### src/rtl/core/hkr_pkg.sv
// Shared constants and types for the HID boot keyboard report decoder.
`default_nettype none
package hkr_pkg;

  localparam int KeySlots        = 6;
  localparam int SlotFields      = 6;
  localparam int ModCount        = 8;
  localparam int NumCand         = ModCount + 2 * KeySlots;
  localparam int CandW           = $clog2(NumCand);
  localparam int SlotW           = (KeySlots > 1) ? $clog2(KeySlots) : 1;
  localparam int QueueDepth      = 2;
  localparam int QueuePtrW       = (QueueDepth > 1) ? $clog2(QueueDepth) : 1;
  localparam int ModifierBase    = 224;
  localparam int MaxIgnoredUsage = 3;

  typedef enum logic [1:0] {
    EV_CONNECT    = 2'd0,
    EV_DISCONNECT = 2'd1,
    EV_REPORT     = 2'd2,
    EV_IGNORED    = 2'd3
  } event_kind_t;

  typedef logic [7:0] key_t;

  // One classified report: candidate mask ordered modifiers first, then per slot
  // release (even) and press (odd).
  typedef struct packed {
    logic [ModCount-1:0]       mods;
    logic [NumCand-1:0]        mask;
    key_t [KeySlots-1:0]       old_keys;
    key_t [KeySlots-1:0]       new_keys;
  } job_t;

endpackage
`default_nettype wire

### src/rtl/core/hid_keyboard_report_to_key_events.sv
// Top level of the HID boot keyboard report decoder.
// Takes keyboard events (kind plus boot report) and turns each report into
// key items: modifier changes as usages 224 to 231, then per slot a release of
// the old key and a press of the new key where the other report lacks it. The
// last item of a report carries end_of_report; a report with no change gives
// one bare sync item. Failed transfers, non-report events and events while
// enabled is clear are taken and dropped. The front end classifies a report in
// the cycle it is taken, updates the stored report and queues a job (two deep);
// the back end loads a job and then issues one item per cycle into the output
// register while the output is free or being popped. Input is taken while the
// job queue has room, also while a result waits on the output.
`default_nettype none
module hid_keyboard_report_to_key_events (
  input  wire logic        clk,
  input  wire logic        rst,
  input  wire logic        cfg_we,
  input  wire logic        cfg_wdata,
  input  wire logic        push,
  output logic             full,
  input  wire logic [1:0]  event_kind,
  input  wire logic        request_failed,
  input  wire logic [7:0]  modifier_bits,
  input  wire logic [7:0]  slot_key_0,
  input  wire logic [7:0]  slot_key_1,
  input  wire logic [7:0]  slot_key_2,
  input  wire logic [7:0]  slot_key_3,
  input  wire logic [7:0]  slot_key_4,
  input  wire logic [7:0]  slot_key_5,
  output logic             empty,
  input  wire logic        pop,
  output logic             key_event_valid,
  output logic [7:0]       usage_code,
  output logic             pressed,
  output logic             end_of_report
);

  hkr_pkg::key_t [hkr_pkg::SlotFields-1:0]  slot_field;
  hkr_pkg::key_t [hkr_pkg::KeySlots-1:0]    new_keys;
  hkr_pkg::job_t                            q_wr_data;
  hkr_pkg::job_t                            q_rd_data;
  logic                                     q_push;
  logic                                     q_pop;
  logic                                     q_empty;
  logic                                     accept;

  assign slot_field = {slot_key_5, slot_key_4, slot_key_3,
                       slot_key_2, slot_key_1, slot_key_0};

  // slots past the six report bytes read as no key
  always_comb begin
    for (int i = 0; i < hkr_pkg::KeySlots; i++) begin
      new_keys[i] = (i < hkr_pkg::SlotFields) ? slot_field[i] : '0;
    end
  end

  assign accept = push && !full;

  hkr_front u_front (
    .clk            (clk),
    .rst            (rst),
    .cfg_we         (cfg_we),
    .cfg_wdata      (cfg_wdata),
    .accept         (accept),
    .event_kind     (hkr_pkg::event_kind_t'(event_kind)),
    .request_failed (request_failed),
    .modifier_bits  (modifier_bits),
    .new_keys       (new_keys),
    .q_push         (q_push),
    .q_data         (q_wr_data)
  );

  hkr_queue u_queue (
    .clk     (clk),
    .rst     (rst),
    .wr_en   (q_push),
    .wr_data (q_wr_data),
    .rd_en   (q_pop),
    .rd_data (q_rd_data),
    .full    (full),
    .empty   (q_empty)
  );

  hkr_back u_back (
    .clk             (clk),
    .rst             (rst),
    .q_data          (q_rd_data),
    .q_empty         (q_empty),
    .q_pop           (q_pop),
    .pop             (pop),
    .empty           (empty),
    .key_event_valid (key_event_valid),
    .usage_code      (usage_code),
    .pressed         (pressed),
    .end_of_report   (end_of_report)
  );

endmodule
`default_nettype wire

### src/rtl/core/hkr_front.sv
// Front end: filters events, compares against the stored report, queues a job.
`default_nettype none
module hkr_front (
  input  wire logic                                   clk,
  input  wire logic                                   rst,
  input  wire logic                                   cfg_we,
  input  wire logic                                   cfg_wdata,
  input  wire logic                                   accept,
  input  wire hkr_pkg::event_kind_t                   event_kind,
  input  wire logic                                   request_failed,
  input  wire logic [hkr_pkg::ModCount-1:0]           modifier_bits,
  input  wire hkr_pkg::key_t [hkr_pkg::KeySlots-1:0]  new_keys,
  output logic                                        q_push,
  output hkr_pkg::job_t                               q_data
);

  logic                                      enabled;
  logic [hkr_pkg::ModCount-1:0]              prev_mods;
  hkr_pkg::key_t [hkr_pkg::KeySlots-1:0]     prev_keys;
  logic [hkr_pkg::NumCand-1:0]               mask;
  logic [hkr_pkg::KeySlots-1:0]              old_in_new;
  logic [hkr_pkg::KeySlots-1:0]              new_in_old;

  always_comb begin
    for (int i = 0; i < hkr_pkg::KeySlots; i++) begin
      old_in_new[i] = 1'b0;
      new_in_old[i] = 1'b0;
      for (int j = 0; j < hkr_pkg::KeySlots; j++) begin
        if (new_keys[j] == prev_keys[i]) old_in_new[i] = 1'b1;
        if (prev_keys[j] == new_keys[i]) new_in_old[i] = 1'b1;
      end
    end
    mask[hkr_pkg::ModCount-1:0] = modifier_bits ^ prev_mods;
    for (int i = 0; i < hkr_pkg::KeySlots; i++) begin
      mask[hkr_pkg::ModCount + 2*i] =
        (prev_keys[i] > hkr_pkg::key_t'(hkr_pkg::MaxIgnoredUsage)) && !old_in_new[i];
      mask[hkr_pkg::ModCount + 2*i + 1] =
        (new_keys[i] > hkr_pkg::key_t'(hkr_pkg::MaxIgnoredUsage)) && !new_in_old[i];
    end
  end

  assign q_push = accept && enabled && !request_failed &&
                  (event_kind == hkr_pkg::EV_REPORT);

  assign q_data = '{mods: modifier_bits, mask: mask, old_keys: prev_keys,
                    new_keys: new_keys};

  always_ff @(posedge clk) begin
    if (rst) begin
      enabled   <= 1'b0;
      prev_mods <= '0;
      prev_keys <= '0;
    end else begin
      if (cfg_we) enabled <= cfg_wdata;
      if (q_push) begin
        prev_mods <= modifier_bits;
        prev_keys <= new_keys;
      end
    end
  end

endmodule
`default_nettype wire

### src/rtl/core/hkr_queue.sv
// Short job queue between front and back end.
`default_nettype none
module hkr_queue (
  input  wire logic           clk,
  input  wire logic           rst,
  input  wire logic           wr_en,
  input  wire hkr_pkg::job_t  wr_data,
  input  wire logic           rd_en,
  output hkr_pkg::job_t       rd_data,
  output logic                full,
  output logic                empty
);

  localparam int PtrW = hkr_pkg::QueuePtrW;

  hkr_pkg::job_t     mem [hkr_pkg::QueueDepth];
  logic [PtrW-1:0]   wr_ptr;
  logic [PtrW-1:0]   rd_ptr;
  logic [PtrW:0]     count;

  assign full    = (count == (PtrW+1)'(hkr_pkg::QueueDepth));
  assign empty   = (count == '0);
  assign rd_data = mem[rd_ptr];

  always_ff @(posedge clk) begin
    if (wr_en) mem[wr_ptr] <= wr_data;
  end

  always_ff @(posedge clk) begin
    if (rst) begin
      wr_ptr <= '0;
      rd_ptr <= '0;
      count  <= '0;
    end else begin
      if (wr_en) begin
        wr_ptr <= (wr_ptr == PtrW'(hkr_pkg::QueueDepth - 1)) ? '0 : wr_ptr + 1'b1;
      end
      if (rd_en) begin
        rd_ptr <= (rd_ptr == PtrW'(hkr_pkg::QueueDepth - 1)) ? '0 : rd_ptr + 1'b1;
      end
      if (wr_en && !rd_en)      count <= count + 1'b1;
      else if (rd_en && !wr_en) count <= count - 1'b1;
    end
  end

endmodule
`default_nettype wire

### src/rtl/core/hkr_back.sv
// Back end: walks a job's candidate mask and emits one key item per cycle while the output is free or popped.
`default_nettype none
module hkr_back (
  input  wire logic           clk,
  input  wire logic           rst,
  input  wire hkr_pkg::job_t  q_data,
  input  wire logic           q_empty,
  output logic                q_pop,
  input  wire logic           pop,
  output logic                empty,
  output logic                key_event_valid,
  output logic [7:0]          usage_code,
  output logic                pressed,
  output logic                end_of_report
);

  localparam int CandW = hkr_pkg::CandW;
  localparam int SlotW = hkr_pkg::SlotW;

  hkr_pkg::job_t                job;
  logic [hkr_pkg::NumCand-1:0]  pending;
  logic [hkr_pkg::NumCand-1:0]  rest;
  logic                         busy;
  logic                         out_valid;
  logic                         can_emit;
  logic                         emit;
  logic [CandW-1:0]             pick;
  logic [CandW-1:0]             slot_off;
  logic [SlotW-1:0]             slot;
  hkr_pkg::key_t                pick_usage;
  logic                         pick_down;

  // lowest pending candidate goes first
  always_comb begin
    pick = '0;
    for (int i = hkr_pkg::NumCand - 1; i >= 0; i--) begin
      if (pending[i]) pick = CandW'(i);
    end
  end

  assign rest     = pending & (pending - 1'b1);
  assign slot_off = pick - CandW'(hkr_pkg::ModCount);
  assign slot     = slot_off[SlotW:1];

  always_comb begin
    if (pick < CandW'(hkr_pkg::ModCount)) begin
      pick_usage = hkr_pkg::key_t'(hkr_pkg::ModifierBase) + hkr_pkg::key_t'(pick[2:0]);
      pick_down  = job.mods[pick[2:0]];
    end else if (slot_off[0]) begin
      pick_usage = job.new_keys[slot];
      pick_down  = 1'b1;
    end else begin
      pick_usage = job.old_keys[slot];
      pick_down  = 1'b0;
    end
  end

  assign can_emit = !out_valid || pop;
  assign emit     = busy && can_emit;
  assign q_pop    = !busy && !q_empty;
  assign empty    = !out_valid;

  always_ff @(posedge clk) begin
    if (q_pop) job <= q_data;
    if (emit) begin
      if (pending == '0) begin
        key_event_valid <= 1'b0;
        usage_code      <= '0;
        pressed         <= 1'b0;
        end_of_report   <= 1'b1;
      end else begin
        key_event_valid <= 1'b1;
        usage_code      <= pick_usage;
        pressed         <= pick_down;
        end_of_report   <= (rest == '0);
      end
    end
  end

  always_ff @(posedge clk) begin
    if (rst) begin
      busy      <= 1'b0;
      pending   <= '0;
      out_valid <= 1'b0;
    end else begin
      if (emit)     out_valid <= 1'b1;
      else if (pop) out_valid <= 1'b0;
      if (q_pop) begin
        busy    <= 1'b1;
        pending <= q_data.mask;
      end else if (emit) begin
        pending <= rest;
        if (rest == '0) busy <= 1'b0;
      end
    end
  end

endmodule
`default_nettype wire

### config.mk
export PLATFORM = sky130hd
export DESIGN_NAME = hid_keyboard_report_to_key_events
export DESIGN_NICKNAME = d
export VERILOG_FILES = /design/src/rtl/core/hkr_pkg.sv /design/src/rtl/core/hid_keyboard_report_to_key_events.sv /design/src/rtl/core/hkr_front.sv /design/src/rtl/core/hkr_queue.sv /design/src/rtl/core/hkr_back.sv
export SDC_FILE = /design/constraint.sdc
export NUM_CORES = 1
export LEC_CHECK = 0
export BUFFER_PORTS_ARGS = -buffer_cell sky130_fd_sc_hd__buf_2
export CORE_MARGIN = 2
export CORE_UTILIZATION = 35
export DETAILED_ROUTE_END_ITERATION = 6
export GPL_TIMING_DRIVEN = 0
export HOLD_SLACK_MARGIN = 0.1
export PLACE_DENSITY = 0.57
export SLEW_MARGIN = 5
export SYNTH_ARGS = -nofsm -noshare
export SYNTH_HDL_FRONTEND = slang
export SYNTH_SLANG_ARGS = --single-unit
### constraint.sdc
create_clock -name clk -period 10.4 [get_ports clk]
set_input_delay 0.52 -clock clk [delete_from_list [all_inputs] [get_ports clk]]
set_output_delay 0.52 -clock clk [all_outputs]
set_load 0.005 [all_outputs]
# == Word level (Yosys, flattened, before mapping) ==
# Memories as Yosys holds them, arrays and structs flattened. A register that Yosys moved wholly into a read port is not among the register bits.
# Cells that the tools add are included.
# classes
add_sub_neg,7
mul,0
div,0
n_lt_le_gt_ge,15
n_eq_ne,74
shift,0
muxes,118
bitwise_logic,2
n_reduce_logical,48
# op_table
operator,n
8-bit == test,72
5-bit two-way mux,20
"8-bit by 2-bit > comparator with 1-bit output, second input constant",12
1-bit two-way mux,87
8-bit binary-select mux with 3-bit select,2
20-bit logical NOT,2
20-bit two-way mux,2
8-bit two-way mux,4
20-bit bitwise AND,1
1-bit logical AND,20
"20-bit by 1-bit subtractor with 20-bit output, second input constant",1
1-bit logical NOT,19
"3-bit by 4-bit < comparator with 1-bit output, second input constant",2
2-bit nonzero test,4
8-bit XOR,1
"6-bit by 4-bit adder with 7-bit output, first input constant",1
"5-bit by 4-bit < comparator with 1-bit output, second input constant",1
"2-bit == test, second input constant",2
2-bit two-way mux,2
"4-bit subtractor, second input constant",1
1-bit binary-select mux with 3-bit select,1
"1-bit adder, second input constant",2
"2-bit by 1-bit adder with 2-bit output, second input constant",1
2-bit logical NOT,1
3 further kinds,3
# totals
register_bits,198
latchBits,0
ram_bits,248
mem_bits_ro,0
in_bits,65
output_inout_bits,13
word_cells,296
n_memories,1
# memory_table
memory,words,width,read_ports,rd_ports_with_merged_regs,wr,line_no,rtl
u_queue.mem,2,124,1,1,1,hkr_queue.sv:16,hkr_pkg::job_t mem [hkr_pkg::QueueDepth];

# == Longest topological paths before layout ==
# logic_depth
depth_word,25
mapped_depth,10
mapped_depth_nobuf,8

# == By module ==
# Synthesis repeated with hierarchy kept, for this count alone.
# hier_totals
cells_unflattened,1727
area_unflattened_um2,21793.4
# modules_own_cells
mod,n_inst,cells_per_inst,area_each_um2,seq_area_each_um2
hkr_queue,1,408,9394.0,7547.2
hkr_front,1,872,6398.6,1141.1
hkr_back,1,446,5987.0,3893.7
hid_keyboard_report_to_key_events,1,1,13.8,0.0

# == Least setup slack after synthesis ==
# Ideal clock, no wire load.
# synth_path
path_kind,input to register
startpoint,input port request_failed
endpoint,memory u_queue.mem[0][0] (netlist bit) (enable)
arrival_time_ns,6.231
required_ns,9.791
setup_slack_ns,3.560
stages,4
path_buffers,1
cell_sequence,nor3_1 nand3_1 clkbuf_1 nor2_1
# synth_via
elab_chain_len,5
# synth_lines
item,line_no,rtl
from (decl),hid_keyboard_report_to_key_events.sv:21,"input wire logic request_failed,"
1-bit logical NOT,hkr_front.sv:42,assign q_push = accept && enabled && !request_failed &&
1-bit logical AND (2 in a row),hkr_front.sv:42,
1-bit two-way mux,hkr_queue.sv:26,if (wr_en) mem[wr_ptr] <= wr_data;
1-bit two-way mux (not written as such),hkr_queue.sv:26,
to (decl),hkr_queue.sv:16,
# Every way passes these cells.

# == Worst setup path in the final report ==
# layout_path
startpoint,register u_back.pending[2] (netlist bit)
endpoint,register u_back.usage_code[4] (data pin)
# layout_via
elab_chain_len,8
# layout_lines
item,line_no,rtl
from (decl),hkr_back.sv:21,logic [hkr_pkg::NumCand-1:0] pending;
from (signal assigned),hkr_back.sv:90,pending <= q_data.mask;
from (signal assigned),hkr_back.sv:92,pending <= rest;
5-bit two-way mux (3 in a row),hkr_back.sv:37,if (pending[i]) pick = CandW'(i);
4-bit subtractor,hkr_back.sv:42,assign slot_off = pick - CandW'(hkr_pkg::ModCount);
8-bit binary-select mux with 3-bit select (on tied branches),"hkr_back.sv:53, hkr_back.sv:50",
8-bit two-way mux (on tied branches),"hkr_back.sv:53, hkr_back.sv:50",
8-bit two-way mux,hkr_back.sv:49,end else if (slot_off[0]) begin
8-bit two-way mux,hkr_back.sv:46,if (pick < CandW'(hkr_pkg::ModCount)) begin
to (signal assigned),hkr_back.sv:73,usage_code <= pick_usage;
to (decl),hkr_back.sv:12,"output logic [7:0] usage_code,"
# Several ways; a longest one is shown, not always the timed one. The select of a mux whose other input is x is not followed.
# A chain may end at the register's enable or synchronous reset.

==> results.txt <==
The first routing iteration left 953 violations. Power comes to 6.929 mW. The tools report the required arrival time at the worst endpoint as 10.70 ns. The aggregate routed wire length came out at 67.07 mm. The mean instance size in the synthesized netlist is 12.45 µm², and the detailed-router iteration count before antenna repair is 7. Before CTS, the worst setup slack after placement is 7.020 ns. The tightest hold path in the finished design has a slack of 0.1429 ns.

The run gives 0 as the number of antenna violations at the first check in global routing. The horizontal die dimension is 248.7 µm. For this run, the leading register cell type out of synthesis is sky130_fd_sc_hd__edfxtp_1. Leaving out fill and tap cells, the most frequent cell in the layout is sky130_fd_sc_hd__edfxtp_1.

The root buffer cell chosen for the clock tree is sky130_fd_sc_hd__clkbuf_16. The class of the most critical setup path was reg2reg. The run gives 0.6003 as the share of synthesized area occupied by flip-flops and latches.

The logs give 13560 for the via count of the first global-routing pass and 0 for the final hold violation count. The worst-case IR drop observed on VDD is 0.0001617 V. The later pin in the worst-skew pair is clocked with a latency of 0.58 ns. The logs give 0 for the Yosys warning count and 0.05913 mm² for the area of the placeable core. Static timing analysis puts the maximum clock frequency at 0.3061 GHz. The netlist uses 63 different library cells. The logs give 0.1419 for the relative max-transition margin and 0 for the total setup buffers inserted after CTS. Detailed placement ended at an HPWL of 48.20 mm. The final reports fail on design-rule violations.

After clock tree synthesis, the clock-pin slew on the worst setup and hold paths is 0.06 ns. Buffers inserted during clock tree synthesis total 47. The async set-or-reset flop fraction in the synthesized netlist works out to 0.

The number of flops mapped to enable cells by yosys came out at 363. The smallest clock period supported by the final layout is computed as 3.267 ns. The H-tree was split into 2 levels. The area fraction of the dominant cell type after synthesis is 0.5201. After detailed routing, the average wire length per cell comes to 25.51 µm. Setup repair after global routing left no endpoint under its margin.

The floorplan step set the die height to 248.7 µm. The clock arrives with 0.02013 ns of skew. The share of final-layout standard cells stronger than drive strength 1 is 0.1633.

Synthesis inferred 447 register bits. Max-cap violations in this run came to 0. The multi-input combinational cells in the finished layout cover a total of 0.007706 mm².

The total power divided by cell area came out at 288.1 mW/mm². Of all nets on the critical path, the largest fanout is 10. TritonCTS built the clock tree. For the filler cell count in the final layout, the log shows 5522. The worst setup path is captured at a register. The final cycle utilization of the critical path was 0.3141; the routability congestion estimate was 0.8957.

The detail route stage leaves a number of antenna-violating nets equal to 0. In this run the worst hold path is classified as in2reg. After the last flow step, the layout net total stands at 1884.

After technology mapping, the gate count stands at 1684. The residual overflow from global routing was 0; the leakage power figure was 8.881 nW. The run gives 0 as the total of endpoints with negative setup slack in the final report. Counting every sink on the clock net gives 447.

The number of input and output port buffers inserted is 76. The quantity of hold-fixing buffers added after cts was 0. The tools report the number of resized instances in the post-cts repair step as 0. For the global router's overall resource usage, the log shows 0.2142. The run gives 0.4067 as the end-of-flow core utilization.

After detailed routing, the number of vias per cell comes to 5.238. The worst-margin pin slew was 1.287 ns; the arrival time at the worst endpoint was 3.57 ns. Summing every instance area after synthesis gives 0.02096 mm². In the layout the commonest cells are sky130_fd_sc_hd__edfxtp_1 (363), sky130_fd_sc_hd__xor2_1 (282), sky130_fd_sc_hd__nand2_1 (188).

After floorplanning, the core was divided into 89 placement rows. Across all setup checks in the final design, the least slack found is 7.133 ns. 78 I/O pins were placed. The combined flip-flop and latch cell area came out at 0.01258 mm².

Summed over all instances, the cell type with the most area after synthesis is sky130_fd_sc_hd__edfxtp_1. The run finished, with violations left. In the routed design, unresolved DRC markers number 4.

The tools report the vias after detailed routing as 13770. The area added between synthesis and finish was 14.73%. Critical path launch point type: a register. In the post-synthesis netlist, the biggest area contributors are sky130_fd_sc_hd__edfxtp_1 (52%), sky130_fd_sc_hd__xor2_1 (12%), sky130_fd_sc_hd__dfxtp_1 (8.0%).

The tools report the number of pins exceeding their max-slew limit in the final report as 0. The largest net degree at the start of global routing is 54, and the initial standard-cell utilization of the core is 0.3545. No sink is reached through more buffers than the 3 on the longest clock path.

The wire length of the first global-routing pass was 95.99 mm. Synthesis produced a netlist with a net count of 1750. The die covers 0.06186 mm². The number of antenna cells inserted was 0.
-- cells in the mapped netlist, types with 2 or more instances --
cell                       count
sky130_fd_sc_hd__nand3_1      19
sky130_fd_sc_hd__a211oi_1     15
sky130_fd_sc_hd__mux2_2      118
sky130_fd_sc_hd__inv_1        11
sky130_fd_sc_hd__a211o_1       4
sky130_fd_sc_hd__o32ai_1       3
sky130_fd_sc_hd__nand2b_1      7
sky130_fd_sc_hd__nor4_1       82
sky130_fd_sc_hd__a21oi_2       2
sky130_fd_sc_hd__nand2_1     188
sky130_fd_sc_hd__buf_6         7
sky130_fd_sc_hd__a31oi_1       4
sky130_fd_sc_hd__buf_2         5
sky130_fd_sc_hd__a21oi_1      82
sky130_fd_sc_hd__mux2_1        2
sky130_fd_sc_hd__nand4_1      14
sky130_fd_sc_hd__clkbuf_1    115
sky130_fd_sc_hd__o21ai_0      15
sky130_fd_sc_hd__o211ai_1      6
sky130_fd_sc_hd__o31ai_1       5
sky130_fd_sc_hd__nor3b_1       3
sky130_fd_sc_hd__a221o_1       2
sky130_fd_sc_hd__edfxtp_1    363
sky130_fd_sc_hd__nor4_2        2
sky130_fd_sc_hd__o22ai_1       5
sky130_fd_sc_hd__nor2b_1       5
sky130_fd_sc_hd__nor2_1       69
sky130_fd_sc_hd__buf_1        26
sky130_fd_sc_hd__or4_1         7
sky130_fd_sc_hd__o21a_1        3
sky130_fd_sc_hd__or2_2         2
sky130_fd_sc_hd__maj3_1        2
sky130_fd_sc_hd__a221oi_1      3
sky130_fd_sc_hd__dfxtp_1      84
sky130_fd_sc_hd__or3_1        10
sky130_fd_sc_hd__xnor2_1      18
sky130_fd_sc_hd__mux2i_1      61
sky130_fd_sc_hd__nor3_1        9
sky130_fd_sc_hd__xor2_1      282
-- worst max-delay path: stages (launching register included) --
cell and delay, ns:
sky130_fd_sc_hd__dfxtp_1 0.29, sky130_fd_sc_hd__buf_2 0.19, sky130_fd_sc_hd__nor4_4 0.51, sky130_fd_sc_hd__nand2_4 0.25
sky130_fd_sc_hd__a21oi_2 0.32, sky130_fd_sc_hd__buf_6 0.31, sky130_fd_sc_hd__buf_6 0.24, sky130_fd_sc_hd__mux2i_1 0.22
sky130_fd_sc_hd__mux2i_1 0.10, sky130_fd_sc_hd__mux2i_1 0.39, sky130_fd_sc_hd__o22ai_1 0.15
-- registers in the layout, summed over array words and instances, names as in the netlist, 2 cells and up, named ones only --
register	count
u_queue.mem	248
u_back.usage_code	8
u_front.prev_mods	8
u_queue.count	2
u_back.pending	20
u_back.job	104
u_front.q_data	48
-- kinds of logic (layout without fill, tap and decap cells) --
logic type / after synthesis / after routing / synth area share
compound gates: 162 / 162 / 0.04907
flops: 447 / 447 / 0.6003
mux: 181 / 181 / 0.09360
buf+inv: 166 / 338 / 0.03253
simple gates: 425 / 425 / 0.09760
fa+ha+maj: 3 / 3 / 0.001552
xor+xnor: 300 / 300 / 0.1254
-- report_power, final --
group / leakage, nW / switching [mW] / total (mW) / internal, mW
clock: 0.737 / 0.686 / 1.67 / 0.986
combinational: 4.02 / 1.86 / 2.86 / 0.997
sequential: 4.12 / 0.113 / 2.40 / 2.28
-- final timing paths --
kind	from	to	slack (ns)	cells past startpoint
worst max-delay path	u_back.pending[2]	u_back.usage_code[4]	7.13	10
worst min-delay path	slot_key_5[5]	u_queue.mem[1][45]	0.14	1
worst max register to register	u_back.pending[2]	u_back.usage_code[4]	7.13	10
worst min register to register	u_front.q_data[69]	u_queue.mem[1][69]	0.45	0
-- per-layer routing --
layer / vias up / global-route usage / share of wire
met5: - / 0 / 0
met4: 0 / 0.07082 / 0.031
met3: 97 / 0.02790 / 0.054
met2: 454 / 0.3433 / 0.46
met1: 6923 / 0.3005 / 0.45
li1: 6296 / - / -
-- metrics by stage --
stage	std cells	cell area, µm²	TNS [ns]
2_1_floorplan	1684	20960	0
3_3_place_gp	2533	22310	-83.26
3_5_place_dp	2542	22520	0
4_1_cts	2629	24050	0
5_1_grt	2629	24050	0
6_report	2629	24050	0
-- area by class of cell --
class	count	share of cell area
flip-flops and latches	447	0.5232
multi-input cells	1071	0.3204
repair buffers	85	0.02393
plain buffers	153	0.02648
clock buffers	69	0.05531
well taps	773	0.04022
clock inverters	18	0.008377
inverters	13	0.002029
No activity file was read; power rests on OpenSTA's default activity.
